`src/hdl/bce_pkg.sv`:
```
// ----------------------------------------------------------------------------
// bce_pkg
// Shared widths, register indexes, discharge table and divider types for the
// battery charge estimator.
// ----------------------------------------------------------------------------
`default_nettype none

package bce_pkg;

  // Converter and table sizing
  localparam int ADC_BITS     = 12;
  localparam int TABLE_POINTS = 21;
  localparam int TABLE_CAP    = 32;
  localparam int POINTS       = (TABLE_POINTS > TABLE_CAP) ? TABLE_CAP : TABLE_POINTS;

  // Field widths
  localparam int SAMPLE_W = 12;
  localparam int REF_W    = 13;
  localparam int BIAS_W   = 10;
  localparam int VOLT_W   = 14;
  localparam int PCT_W    = 7;
  localparam int CFG_W    = 13;
  localparam int CFG_IDX_W = 1;

  // Internal widths
  localparam int PROD_W  = REF_W + ADC_BITS;      // reference * sample
  localparam int CNT_W   = 6;                     // holds ADC_BITS and TABLE_CAP
  localparam int IDX_W   = 5;                     // table address
  localparam int NUM_W   = VOLT_W + PCT_W;        // interpolation numerator
  localparam int QUO_W   = PCT_W;                 // interpolation quotient
  localparam int QCNT_W  = $clog2(QUO_W + 1);

  localparam logic [VOLT_W-1:0] VOLT_MAX = {VOLT_W{1'b1}};
  localparam logic [PCT_W-1:0]  PCT_MAX  = PCT_W'(100);

  // Register indexes
  localparam logic [CFG_IDX_W-1:0] REG_REFERENCE = CFG_IDX_W'(0);
  localparam logic [CFG_IDX_W-1:0] REG_BIAS      = CFG_IDX_W'(1);

  localparam logic [REF_W-1:0]  REFERENCE_RST = REF_W'(3300);
  localparam logic [BIAS_W-1:0] BIAS_RST      = BIAS_W'(200);

  // Divider handshake
  typedef struct packed {
    logic              start;
    logic [NUM_W-1:0]  num;
    logic [VOLT_W-1:0] den;
  } div_req_t;

  typedef struct packed {
    logic             done;
    logic [QUO_W-1:0] quot;
  } div_rsp_t;

  // LiPo discharge curve, highest voltage first; unused slots read as zero
  function automatic logic [VOLT_W-1:0] tbl_mv(input logic [IDX_W-1:0] idx);
    logic [VOLT_W-1:0] v;
    case (idx)
      5'd0:    v = VOLT_W'(4200);
      5'd1:    v = VOLT_W'(4150);
      5'd2:    v = VOLT_W'(4110);
      5'd3:    v = VOLT_W'(4080);
      5'd4:    v = VOLT_W'(4020);
      5'd5:    v = VOLT_W'(3980);
      5'd6:    v = VOLT_W'(3950);
      5'd7:    v = VOLT_W'(3910);
      5'd8:    v = VOLT_W'(3870);
      5'd9:    v = VOLT_W'(3850);
      5'd10:   v = VOLT_W'(3840);
      5'd11:   v = VOLT_W'(3820);
      5'd12:   v = VOLT_W'(3800);
      5'd13:   v = VOLT_W'(3790);
      5'd14:   v = VOLT_W'(3770);
      5'd15:   v = VOLT_W'(3750);
      5'd16:   v = VOLT_W'(3730);
      5'd17:   v = VOLT_W'(3710);
      5'd18:   v = VOLT_W'(3690);
      5'd19:   v = VOLT_W'(3610);
      5'd20:   v = VOLT_W'(3270);
      default: v = '0;
    endcase
    return v;
  endfunction

  function automatic logic [PCT_W-1:0] tbl_pct(input logic [IDX_W-1:0] idx);
    logic [PCT_W-1:0] p;
    case (idx)
      5'd0:    p = PCT_W'(100);
      5'd1:    p = PCT_W'(95);
      5'd2:    p = PCT_W'(90);
      5'd3:    p = PCT_W'(85);
      5'd4:    p = PCT_W'(80);
      5'd5:    p = PCT_W'(75);
      5'd6:    p = PCT_W'(70);
      5'd7:    p = PCT_W'(65);
      5'd8:    p = PCT_W'(60);
      5'd9:    p = PCT_W'(55);
      5'd10:   p = PCT_W'(50);
      5'd11:   p = PCT_W'(45);
      5'd12:   p = PCT_W'(40);
      5'd13:   p = PCT_W'(35);
      5'd14:   p = PCT_W'(30);
      5'd15:   p = PCT_W'(25);
      5'd16:   p = PCT_W'(20);
      5'd17:   p = PCT_W'(15);
      5'd18:   p = PCT_W'(10);
      5'd19:   p = PCT_W'(5);
      default: p = '0;
    endcase
    return p;
  endfunction

endpackage

`default_nettype wire

```
`src/hdl/bce_in_if.sv`:
```
// ----------------------------------------------------------------------------
// bce_in_if
// Sample channel: valid/ready handshake carrying one converter reading.
// ----------------------------------------------------------------------------
`default_nettype none

interface bce_in_if;
  import bce_pkg::*;

  logic                valid;
  logic                ready;
  logic [SAMPLE_W-1:0] adc_sample;

  modport source (output valid, output adc_sample, input ready);
  modport sink   (input valid, input adc_sample, output ready);
endinterface

`default_nettype wire

```
`src/hdl/bce_out_if.sv`:
```
// ----------------------------------------------------------------------------
// bce_out_if
// Result channel: valid/ready handshake carrying voltage and charge figures.
// ----------------------------------------------------------------------------
`default_nettype none

interface bce_out_if;
  import bce_pkg::*;

  logic              valid;
  logic              ready;
  logic [VOLT_W-1:0] sample_voltage_mv;
  logic [PCT_W-1:0]  sample_percent;
  logic [VOLT_W-1:0] smoothed_voltage_mv;
  logic [PCT_W-1:0]  smoothed_percent;

  modport source (output valid, output sample_voltage_mv, output sample_percent,
                  output smoothed_voltage_mv, output smoothed_percent, input ready);
  modport sink   (input valid, input sample_voltage_mv, input sample_percent,
                  input smoothed_voltage_mv, input smoothed_percent, output ready);
endinterface

`default_nettype wire

```
`src/hdl/bce_divider.sv`:
```
// ----------------------------------------------------------------------------
// bce_divider
// Restoring divider, one quotient bit per cycle, for segment interpolation.
// ----------------------------------------------------------------------------
`default_nettype none

module bce_divider (
  input  wire logic              clk_i,
  input  wire logic              rst_ni,
  input  wire bce_pkg::div_req_t req_i,
  output bce_pkg::div_rsp_t      rsp_o
);
  import bce_pkg::*;

  logic              busy_q, busy_d;
  logic              done_q, done_d;
  logic [QCNT_W-1:0] cnt_q, cnt_d;
  logic [NUM_W-1:0]  rem_q, rem_d;
  logic [NUM_W-1:0]  dsh_q, dsh_d;
  logic [QUO_W-1:0]  quo_q, quo_d;
  logic              fits;

  assign fits = (rem_q >= dsh_q);

  always_comb begin
    busy_d = busy_q;
    done_d = 1'b0;
    cnt_d  = cnt_q;
    rem_d  = rem_q;
    dsh_d  = dsh_q;
    quo_d  = quo_q;
    if (req_i.start) begin
      busy_d = 1'b1;
      cnt_d  = QCNT_W'(QUO_W);
      rem_d  = req_i.num;
      dsh_d  = NUM_W'(req_i.den) << (QUO_W - 1);
      quo_d  = '0;
    end else if (busy_q) begin
      // subtract when the shifted divisor fits, then move one bit down
      if (fits) begin
        rem_d = rem_q - dsh_q;
      end
      quo_d = {quo_q[QUO_W-2:0], fits};
      dsh_d = dsh_q >> 1;
      cnt_d = cnt_q - QCNT_W'(1);
      if (cnt_q == QCNT_W'(1)) begin
        busy_d = 1'b0;
        done_d = 1'b1;
      end
    end
  end

  always_ff @(posedge clk_i or negedge rst_ni) begin
    if (!rst_ni) begin
      busy_q <= 1'b0;
      done_q <= 1'b0;
      cnt_q  <= '0;
    end else begin
      busy_q <= busy_d;
      done_q <= done_d;
      cnt_q  <= cnt_d;
    end
  end

  always_ff @(posedge clk_i) begin
    rem_q <= rem_d;
    dsh_q <= dsh_d;
    quo_q <= quo_d;
  end

  assign rsp_o.done = done_q;
  assign rsp_o.quot = quo_q;

endmodule

`default_nettype wire

```
`src/hdl/battery_charge_estimator.sv`:
```
// ----------------------------------------------------------------------------
// battery_charge_estimator
// Converts a battery divider reading to millivolts, maps it to a LiPo charge
// percentage by piecewise-linear lookup, and keeps half-weight running means.
// ----------------------------------------------------------------------------
// Sequence: a sample beat starts the 12-step shift-add multiply, followed by
//   the table walk at one point per cycle (up to 22 steps) and, inside a
//   segment, the 7-step serial divider; then the result is registered.
// Samples: one at a time, each finished before the next; the next sample is taken as
//   soon as the sequencer is back in idle, even while the last result waits.
// Reset: asynchronous, active low; registers return to 3300 mV and 200 mV,
//   the running means clear and the first sample after reset loads them.
`default_nettype none

module battery_charge_estimator (
  input  wire logic                       clk_i,
  input  wire logic                       rst_ni,
  input  wire logic                       cfg_we_i,
  input  wire logic [bce_pkg::CFG_IDX_W-1:0] cfg_idx_i,
  input  wire logic [bce_pkg::CFG_W-1:0]  cfg_data_i,
  bce_in_if.sink                          sample_i,
  bce_out_if.source                       result_o
);
  import bce_pkg::*;

  // Sequencer codes
  localparam logic [2:0] ST_IDLE   = 3'd0;
  localparam logic [2:0] ST_MUL    = 3'd1;
  localparam logic [2:0] ST_VOLT   = 3'd2;
  localparam logic [2:0] ST_SEARCH = 3'd3;
  localparam logic [2:0] ST_INTERP = 3'd4;
  localparam logic [2:0] ST_DIV    = 3'd5;
  localparam logic [2:0] ST_DONE   = 3'd6;

  // Configuration registers
  logic [REF_W-1:0]  ref_q;
  logic [BIAS_W-1:0] bias_q;

  // Sequencer and datapath
  logic [2:0]          state_q, state_d;
  logic [CNT_W-1:0]    cnt_q, cnt_d;
  logic [ADC_BITS-1:0] samp_q, samp_d;     // multiplier bits, LSB first
  logic [PROD_W-1:0]   mcand_q, mcand_d;   // reference, shifted up each step
  logic [PROD_W-1:0]   prod_q, prod_d;
  logic [VOLT_W-1:0]   mv_q, mv_d;
  logic [PCT_W-1:0]    pct_q, pct_d;
  logic [PCT_W-1:0]    base_q, base_d;     // lower point's percentage

  // Running means and result register
  logic              primed_q, primed_d;
  logic [VOLT_W-1:0] avg_v_q, avg_v_d;
  logic [PCT_W-1:0]  avg_p_q, avg_p_d;
  logic              ovalid_q, ovalid_d;
  logic [VOLT_W-1:0] out_v_q, out_v_d;
  logic [PCT_W-1:0]  out_p_q, out_p_d;

  // Combinational helpers
  logic [IDX_W-1:0]  idx_lo, idx_hi;
  logic [VOLT_W-1:0] lo_mv, hi_mv, span, diff;
  logic [PCT_W-1:0]  lo_pct, hi_pct, pdiff;
  logic [VOLT_W:0]   volt_sum;
  logic [PCT_W:0]    pct_sum;
  logic [VOLT_W:0]   avg_v_sum;
  logic [PCT_W:0]    avg_p_sum;
  logic              sample_beat, result_beat, flat_seg;
  div_req_t          div_req;
  div_rsp_t          div_rsp;

  assign sample_beat = sample_i.valid && sample_i.ready;
  assign result_beat = result_o.valid && result_o.ready;
  assign sample_i.ready = (state_q == ST_IDLE);

  // Segment endpoints: the counter stops on the first point below the voltage
  assign idx_lo  = cnt_q[IDX_W-1:0];
  assign idx_hi  = idx_lo - IDX_W'(1);
  assign lo_mv   = tbl_mv(idx_lo);
  assign hi_mv   = tbl_mv(idx_hi);
  assign lo_pct  = tbl_pct(idx_lo);
  assign hi_pct  = tbl_pct(idx_hi);
  assign span    = hi_mv - lo_mv;
  assign diff    = mv_q - lo_mv;
  assign pdiff   = hi_pct - lo_pct;
  assign flat_seg = (span == '0) || (hi_mv < lo_mv) || (hi_pct < lo_pct);

  // Scale the product by 2 / 2^ADC_BITS and add the bias
  assign volt_sum = {1'b0, prod_q[PROD_W-1:ADC_BITS-1]} + (VOLT_W+1)'(bias_q);
  assign pct_sum  = {1'b0, base_q} + {1'b0, div_rsp.quot};

  assign avg_v_sum = {1'b0, avg_v_q} + {1'b0, mv_q};
  assign avg_p_sum = {1'b0, avg_p_q} + {1'b0, pct_q};

  always_comb begin
    div_req.start = (state_q == ST_INTERP) && !flat_seg;
    div_req.num   = NUM_W'(diff) * NUM_W'(pdiff);
    div_req.den   = span;
  end

  bce_divider u_div (
    .clk_i  (clk_i),
    .rst_ni (rst_ni),
    .req_i  (div_req),
    .rsp_o  (div_rsp)
  );

  always_comb begin
    state_d  = state_q;
    cnt_d    = cnt_q;
    samp_d   = samp_q;
    mcand_d  = mcand_q;
    prod_d   = prod_q;
    mv_d     = mv_q;
    pct_d    = pct_q;
    base_d   = base_q;
    primed_d = primed_q;
    avg_v_d  = avg_v_q;
    avg_p_d  = avg_p_q;
    ovalid_d = ovalid_q && !result_beat;
    out_v_d  = out_v_q;
    out_p_d  = out_p_q;

    case (state_q)
      ST_IDLE: begin
        if (sample_beat) begin
          samp_d  = sample_i.adc_sample[ADC_BITS-1:0];
          mcand_d = PROD_W'(ref_q);
          prod_d  = '0;
          cnt_d   = '0;
          state_d = ST_MUL;
        end
      end
      ST_MUL: begin
        // add one partial product per sample bit
        if (samp_q[0]) begin
          prod_d = prod_q + mcand_q;
        end
        samp_d  = samp_q >> 1;
        mcand_d = mcand_q << 1;
        cnt_d   = cnt_q + CNT_W'(1);
        if (cnt_q == CNT_W'(ADC_BITS - 1)) begin
          state_d = ST_VOLT;
        end
      end
      ST_VOLT: begin
        mv_d    = volt_sum[VOLT_W] ? VOLT_MAX : volt_sum[VOLT_W-1:0];
        cnt_d   = '0;
        state_d = ST_SEARCH;
      end
      ST_SEARCH: begin
        // walk the curve from the top until the voltage exceeds a point
        if (cnt_q == CNT_W'(POINTS)) begin
          pct_d   = '0;
          state_d = ST_DONE;
        end else if (mv_q > lo_mv) begin
          if (cnt_q == '0) begin
            pct_d   = PCT_MAX;
            state_d = ST_DONE;
          end else begin
            state_d = ST_INTERP;
          end
        end else begin
          cnt_d = cnt_q + CNT_W'(1);
        end
      end
      ST_INTERP: begin
        base_d = lo_pct;
        if (flat_seg) begin
          pct_d   = lo_pct;
          state_d = ST_DONE;
        end else begin
          state_d = ST_DIV;
        end
      end
      ST_DIV: begin
        if (div_rsp.done) begin
          pct_d   = (pct_sum > {1'b0, PCT_MAX}) ? PCT_MAX : pct_sum[PCT_W-1:0];
          state_d = ST_DONE;
        end
      end
      ST_DONE: begin
        // hold until the result register is free, then update the means
        if (!ovalid_q || result_o.ready) begin
          if (primed_q) begin
            avg_v_d = avg_v_sum[VOLT_W:1];
            avg_p_d = avg_p_sum[PCT_W:1];
          end else begin
            avg_v_d = mv_q;
            avg_p_d = pct_q;
          end
          primed_d = 1'b1;
          out_v_d  = mv_q;
          out_p_d  = pct_q;
          ovalid_d = 1'b1;
          state_d  = ST_IDLE;
        end
      end
      default: begin
        state_d = ST_IDLE;
      end
    endcase
  end

  always_ff @(posedge clk_i or negedge rst_ni) begin
    if (!rst_ni) begin
      ref_q    <= REFERENCE_RST;
      bias_q   <= BIAS_RST;
      state_q  <= ST_IDLE;
      cnt_q    <= '0;
      primed_q <= 1'b0;
      avg_v_q  <= '0;
      avg_p_q  <= '0;
      ovalid_q <= 1'b0;
    end else begin
      if (cfg_we_i) begin
        case (cfg_idx_i)
          REG_REFERENCE: ref_q  <= cfg_data_i[REF_W-1:0];
          REG_BIAS:      bias_q <= cfg_data_i[BIAS_W-1:0];
          default: begin
          end
        endcase
      end
      state_q  <= state_d;
      cnt_q    <= cnt_d;
      primed_q <= primed_d;
      avg_v_q  <= avg_v_d;
      avg_p_q  <= avg_p_d;
      ovalid_q <= ovalid_d;
    end
  end

  always_ff @(posedge clk_i) begin
    samp_q  <= samp_d;
    mcand_q <= mcand_d;
    prod_q  <= prod_d;
    mv_q    <= mv_d;
    pct_q   <= pct_d;
    base_q  <= base_d;
    out_v_q <= out_v_d;
    out_p_q <= out_p_d;
  end

  assign result_o.valid               = ovalid_q;
  assign result_o.sample_voltage_mv   = out_v_q;
  assign result_o.sample_percent      = out_p_q;
  assign result_o.smoothed_voltage_mv = avg_v_q;
  assign result_o.smoothed_percent    = avg_p_q;

endmodule

`default_nettype wire
```
`src/flat_wrapper.sv`:
```
// flat-port wrapper written by rule: the top's interface ports become plain ports
module battery_charge_estimator_flat import bce_pkg::*;
  (clk_i, rst_ni, cfg_we_i, cfg_idx_i, cfg_data_i, sample_i_valid, sample_i_adc_sample, sample_i_ready, result_o_valid, result_o_sample_voltage_mv, result_o_sample_percent, result_o_smoothed_voltage_mv, result_o_smoothed_percent, result_o_ready);
  bce_in_if sample_i_i ();
  bce_out_if result_o_i ();
  input  wire logic clk_i;
  input  wire logic rst_ni;
  input  wire logic cfg_we_i;
  input  wire logic [bce_pkg::CFG_IDX_W-1:0] cfg_idx_i;
  input  wire logic [bce_pkg::CFG_W-1:0] cfg_data_i;
  input wire logic [$bits(sample_i_i.valid)-1:0] sample_i_valid;
  input wire logic [$bits(sample_i_i.adc_sample)-1:0] sample_i_adc_sample;
  output wire logic [$bits(sample_i_i.ready)-1:0] sample_i_ready;
  output wire logic [$bits(result_o_i.valid)-1:0] result_o_valid;
  output wire logic [$bits(result_o_i.sample_voltage_mv)-1:0] result_o_sample_voltage_mv;
  output wire logic [$bits(result_o_i.sample_percent)-1:0] result_o_sample_percent;
  output wire logic [$bits(result_o_i.smoothed_voltage_mv)-1:0] result_o_smoothed_voltage_mv;
  output wire logic [$bits(result_o_i.smoothed_percent)-1:0] result_o_smoothed_percent;
  input wire logic [$bits(result_o_i.ready)-1:0] result_o_ready;
  assign sample_i_i.valid = sample_i_valid;
  assign sample_i_i.adc_sample = sample_i_adc_sample;
  assign sample_i_ready = sample_i_i.ready;
  assign result_o_valid = result_o_i.valid;
  assign result_o_sample_voltage_mv = result_o_i.sample_voltage_mv;
  assign result_o_sample_percent = result_o_i.sample_percent;
  assign result_o_smoothed_voltage_mv = result_o_i.smoothed_voltage_mv;
  assign result_o_smoothed_percent = result_o_i.smoothed_percent;
  assign result_o_i.ready = result_o_ready;
  battery_charge_estimator u_core (.clk_i(clk_i), .rst_ni(rst_ni), .cfg_we_i(cfg_we_i), .cfg_idx_i(cfg_idx_i), .cfg_data_i(cfg_data_i), .sample_i(sample_i_i), .result_o(result_o_i));
endmodule
```
`config.mk`:
```
export PLATFORM = sky130hd
export DESIGN_NAME = battery_charge_estimator_flat
export DESIGN_NICKNAME = d
export VERILOG_FILES = /design/src/hdl/bce_pkg.sv /design/src/hdl/bce_in_if.sv /design/src/hdl/bce_out_if.sv /design/src/hdl/bce_divider.sv /design/src/hdl/battery_charge_estimator.sv /design/src/flat_wrapper.sv
export SDC_FILE = /design/constraint.sdc
export NUM_CORES = 1
export LEC_CHECK = 0
export BUFFER_PORTS_ARGS = -buffer_cell sky130_fd_sc_hd__buf_4
export CAP_MARGIN = 25
export CORE_MARGIN = 2
export CORE_UTILIZATION = 29
export CTS_CLUSTER_SIZE = 20
export DETAILED_ROUTE_END_ITERATION = 10
export PLACE_DENSITY = 0.42
export SLEW_MARGIN = 20
export SYNTH_ARGS = -nofsm -noshare
export SYNTH_HDL_FRONTEND = slang
export SYNTH_SLANG_ARGS = --single-unit
export TNS_END_PERCENT = 30
```
`constraint.sdc`:
```
create_clock -name clk_i -period 12.7 [get_ports clk_i]
set_input_delay 1.27 -clock clk_i [delete_from_list [all_inputs] [get_ports clk_i]]
set_output_delay 1.27 -clock clk_i [all_outputs]
set_load 0.05 [all_outputs]
```
==> reports/metrics.cfg <==
[global_route]
grt_overflow=0
grt_max_degree=61
grt_pass1_vias=14443
antenna_found_initial=0
grtUsageTotal=0.164
grt_first_pass_wirelength_um=82200

[clock_tree]
cts_setup_buffers=0
clock_sinks=219
path_clk_slew_ns=0.06
cts-buffers-inserted=29
post_cts_resized=0
hold_buffers=0
clockBufferDepth=3
cts_max_level=1
clk_latency_ns=0.57
cts_tree=built
cts-root-buf=clkbuf_16

[layout]
diodes=0
drive_gt1_frac=0.111
area.sequential_um2=6160
nNetsFinal=2251
syn_to_final_growth_pct=14.3
multi_input_area_um2=10700
num-fill-cells=6227

[worst_setup_path]
start_kind=flop
end_kind=flop
critPathKind=flop to flop
worst-path-buf-inv=4
crit_slowest_cell=dfrtp_1
crit_family=adder cells
critical_path_required_ns=12.99
path_max_fanout=29
cpPeakStageDelay_ns=0.97
cp_data_arrival_time_ns=9.65
crit_top_cell=fa_1

[yosys]
yosysTopAreaCell=edfxtp_1
syn_nets=2192
yosysTopAreaCellShare=0.247
yosysMostFrequentCell=nand2_1
ys_seq_area_frac=0.347
synthArstFlopShare=0.274
ys.flop_type=edfxtp_1
synth_edf_count=146
synth_area_per_cell_um2=9.21
ys_ff_latch=219
syn_inst=1927
synth_common_cells=nand2_1, nor2_1, ha_1, inv_1, edfxtp_1
synth.area.top_cells=edfxtp_1, ha_1, fa_1, dfrtp_1, nand2_1
ys_warn_count=0
synth.distinct_cells=79
netlist_area_um2=17700

[placement]
dp.final_hpwl_um=38900
port_buffers=74
gp_congestion=0.872

[floorplan]
rows=90
start_util=0.293
dieArea_um2=63200
die_w_um=251
coreArea_um2=60500
die_y_um=251
pin_count=75

[drt]
ant_nets=0
dr_total_vias=14142
drtIter0Drc=829
wirelength_um=51300
drcViolationCount=0
dr.pass1.iters=5
via_per_inst=5.07
route.detailed.wl_per_inst_um=18.4

[timing]
max_slew_margin=0.334
tns_ns=0
tightest_slew_ns=0.991
max_freq_mhz=107
finalMaxSlewViolations=0
rsz0062_at_grt=no
clock_skew_ns=0.0154
fin_crit_ns=9.35
setup_viol=0
fin_crit_sh=0.737
finalHoldViolCount=0

[outcome]
status=complete, no violations

[flow_run]
cap_violations=0

[worst_hold_path]
hp-class=flop to flop

-- flip-flops by register name, summed over array words and instances (netlist names), 3 cells and up --
name / cells
u_core.base_q: 7
u_core.bias_q: 10
u_core.cnt_q: 6
u_core.mcand_q: 25
u_core.mv_q: 14
u_core.pct_q: 7
u_core.prod_q: 25
u_core.ref_q: 13
u_core.result_o.sample_percent: 7
u_core.result_o.sample_voltage_mv: 14
u_core.result_o.smoothed_percent: 7
u_core.result_o.smoothed_voltage_mv: 14
u_core.samp_q: 12
u_core.state_q: 3
u_core.u_div.cnt_q: 3
u_core.u_div.dsh_q: 20
u_core.u_div.quo_q: 7
u_core.u_div.rem_q: 21
-- final timing paths --
check / cells after the start / slack [ns] / startpoint / to
worst max-delay path: 30 / 3.35 / u_core.cnt_q[3] / u_core.u_div.rem_q[18]
worst min-delay path: 2 / 0.50 / u_core.u_div.cnt_q[1] / u_core.u_div.cnt_q[1]
worst max register to register: 30 / 3.35 / u_core.cnt_q[3] / u_core.u_div.rem_q[18]
worst min register to register: 2 / 0.50 / u_core.u_div.cnt_q[1] / u_core.u_div.cnt_q[1]
max in group asynchronous: 1 / 11.24 / rst_ni / u_core.ref_q[0]
min in group asynchronous: 1 / 0.80 / rst_ni / u_core.result_o.smoothed_percent[6]
-- cell usage in the layout, fill, tap and decap left out, types with 9 or more instances in the layout --
cell type | synthesis | final
nor2_1 | 185 | 185
dfstp_2 | 9 | 9
mux2i_1 | 29 | 29
nor3_1 | 46 | 45
a21o_1 | 38 | 38
edfxtp_1 | 146 | 146
and2_1 | 17 | 17
dfxtp_1 | 13 | 13
nand2_1 | 208 | 207
o21ai_0 | 145 | 145
buf_4 | 1 | 92
clkbuf_16 | 0 | 32
mux2_2 | 27 | 27
nand4_1 | 13 | 13
dfrtp_1 | 51 | 51
and3_1 | 14 | 14
o21a_1 | 18 | 18
inv_1 | 153 | 153
o21bai_1 | 9 | 9
xor2_1 | 35 | 35
xnor2_1 | 61 | 61
a211oi_1 | 15 | 15
a21oi_1 | 109 | 109
o211ai_1 | 12 | 12
o31ai_1 | 9 | 9
nand3b_1 | 13 | 13
ha_1 | 166 | 166
nor2b_1 | 20 | 20
or3_1 | 19 | 18
fa_1 | 68 | 68
a31oi_1 | 14 | 14
a21boi_0 | 12 | 12
nand3_1 | 34 | 34
nand2b_1 | 17 | 17
or2_2 | 31 | 31
-- cells by family (layout without fill, tap and decap cells) --
| group | Yosys count | after routing | synth area share |
|---|---|---|---|
| AND/OR/NAND/NOR | 638 | 638 | 0.166 |
| AO/OA/AOI/OAI | 458 | 458 | 0.163 |
| adder cells (fa/ha/maj) | 234 | 234 | 0.194 |
| buffers and inverters | 225 | 306 | 0.0482 |
| flip-flops | 219 | 219 | 0.347 |
| XOR/XNOR | 96 | 96 | 0.0474 |
| multiplexers | 57 | 57 | 0.0348 |
-- metrics by stage --
step / hold WS [ns] / setup WS (ns) / area [µm²] / util / cells
after floorplan: 0.449 / 4.02 / 17700 / - / 1927
after global placement: 0.488 / 3.06 / 19200 / 0.317 / 2732
after detailed placement: 0.493 / 2.98 / 19200 / 0.317 / 2732
after CTS: 0.509 / 2.95 / 20200 / 0.334 / 2785
after global routing: 0.523 / 2.75 / 20300 / 0.335 / 2790
final: 0.505 / 3.35 / 20300 / 0.335 / 2790
-- worst register-to-register path: cells and delay by family, from the launching register on --
kind,cells,cell delay (ns)
AOI/OAI and AO/OA,11,2.55
xor gates and xnor gates,1,0.63
adders and majority gates,7,2.99
buffers and inverters,4,0.88
DFF,1,0.97
and+or+nand+nor,7,1.06
-- routing by layer --
| metal | vias to the layer above | routed length (µm) | global-route usage |
|---|---|---|---|
| met5 | - | 0 | 0 |
| met4 | 0 | 1390 | 0.0408 |
| met3 | 77 | 1610 | 0.0177 |
| met2 | 239 | 24000 | 0.277 |
| met1 | 6900 | 24300 | 0.224 |
| li1 | 6926 | - | - |
-- cell type report --
type                       count  area share
multi-input combinational   1483       0.530
sequential                   219       0.304
tap                          782      0.0483
clock buffer                  38      0.0421
timing repair buffer          97      0.0377
inverter                     156      0.0289
clock inverter                15     0.00907
Power is left out: the tool's default activity adds up to more than one toggle a clock period on the data nets, which glitch-free logic cannot reach.
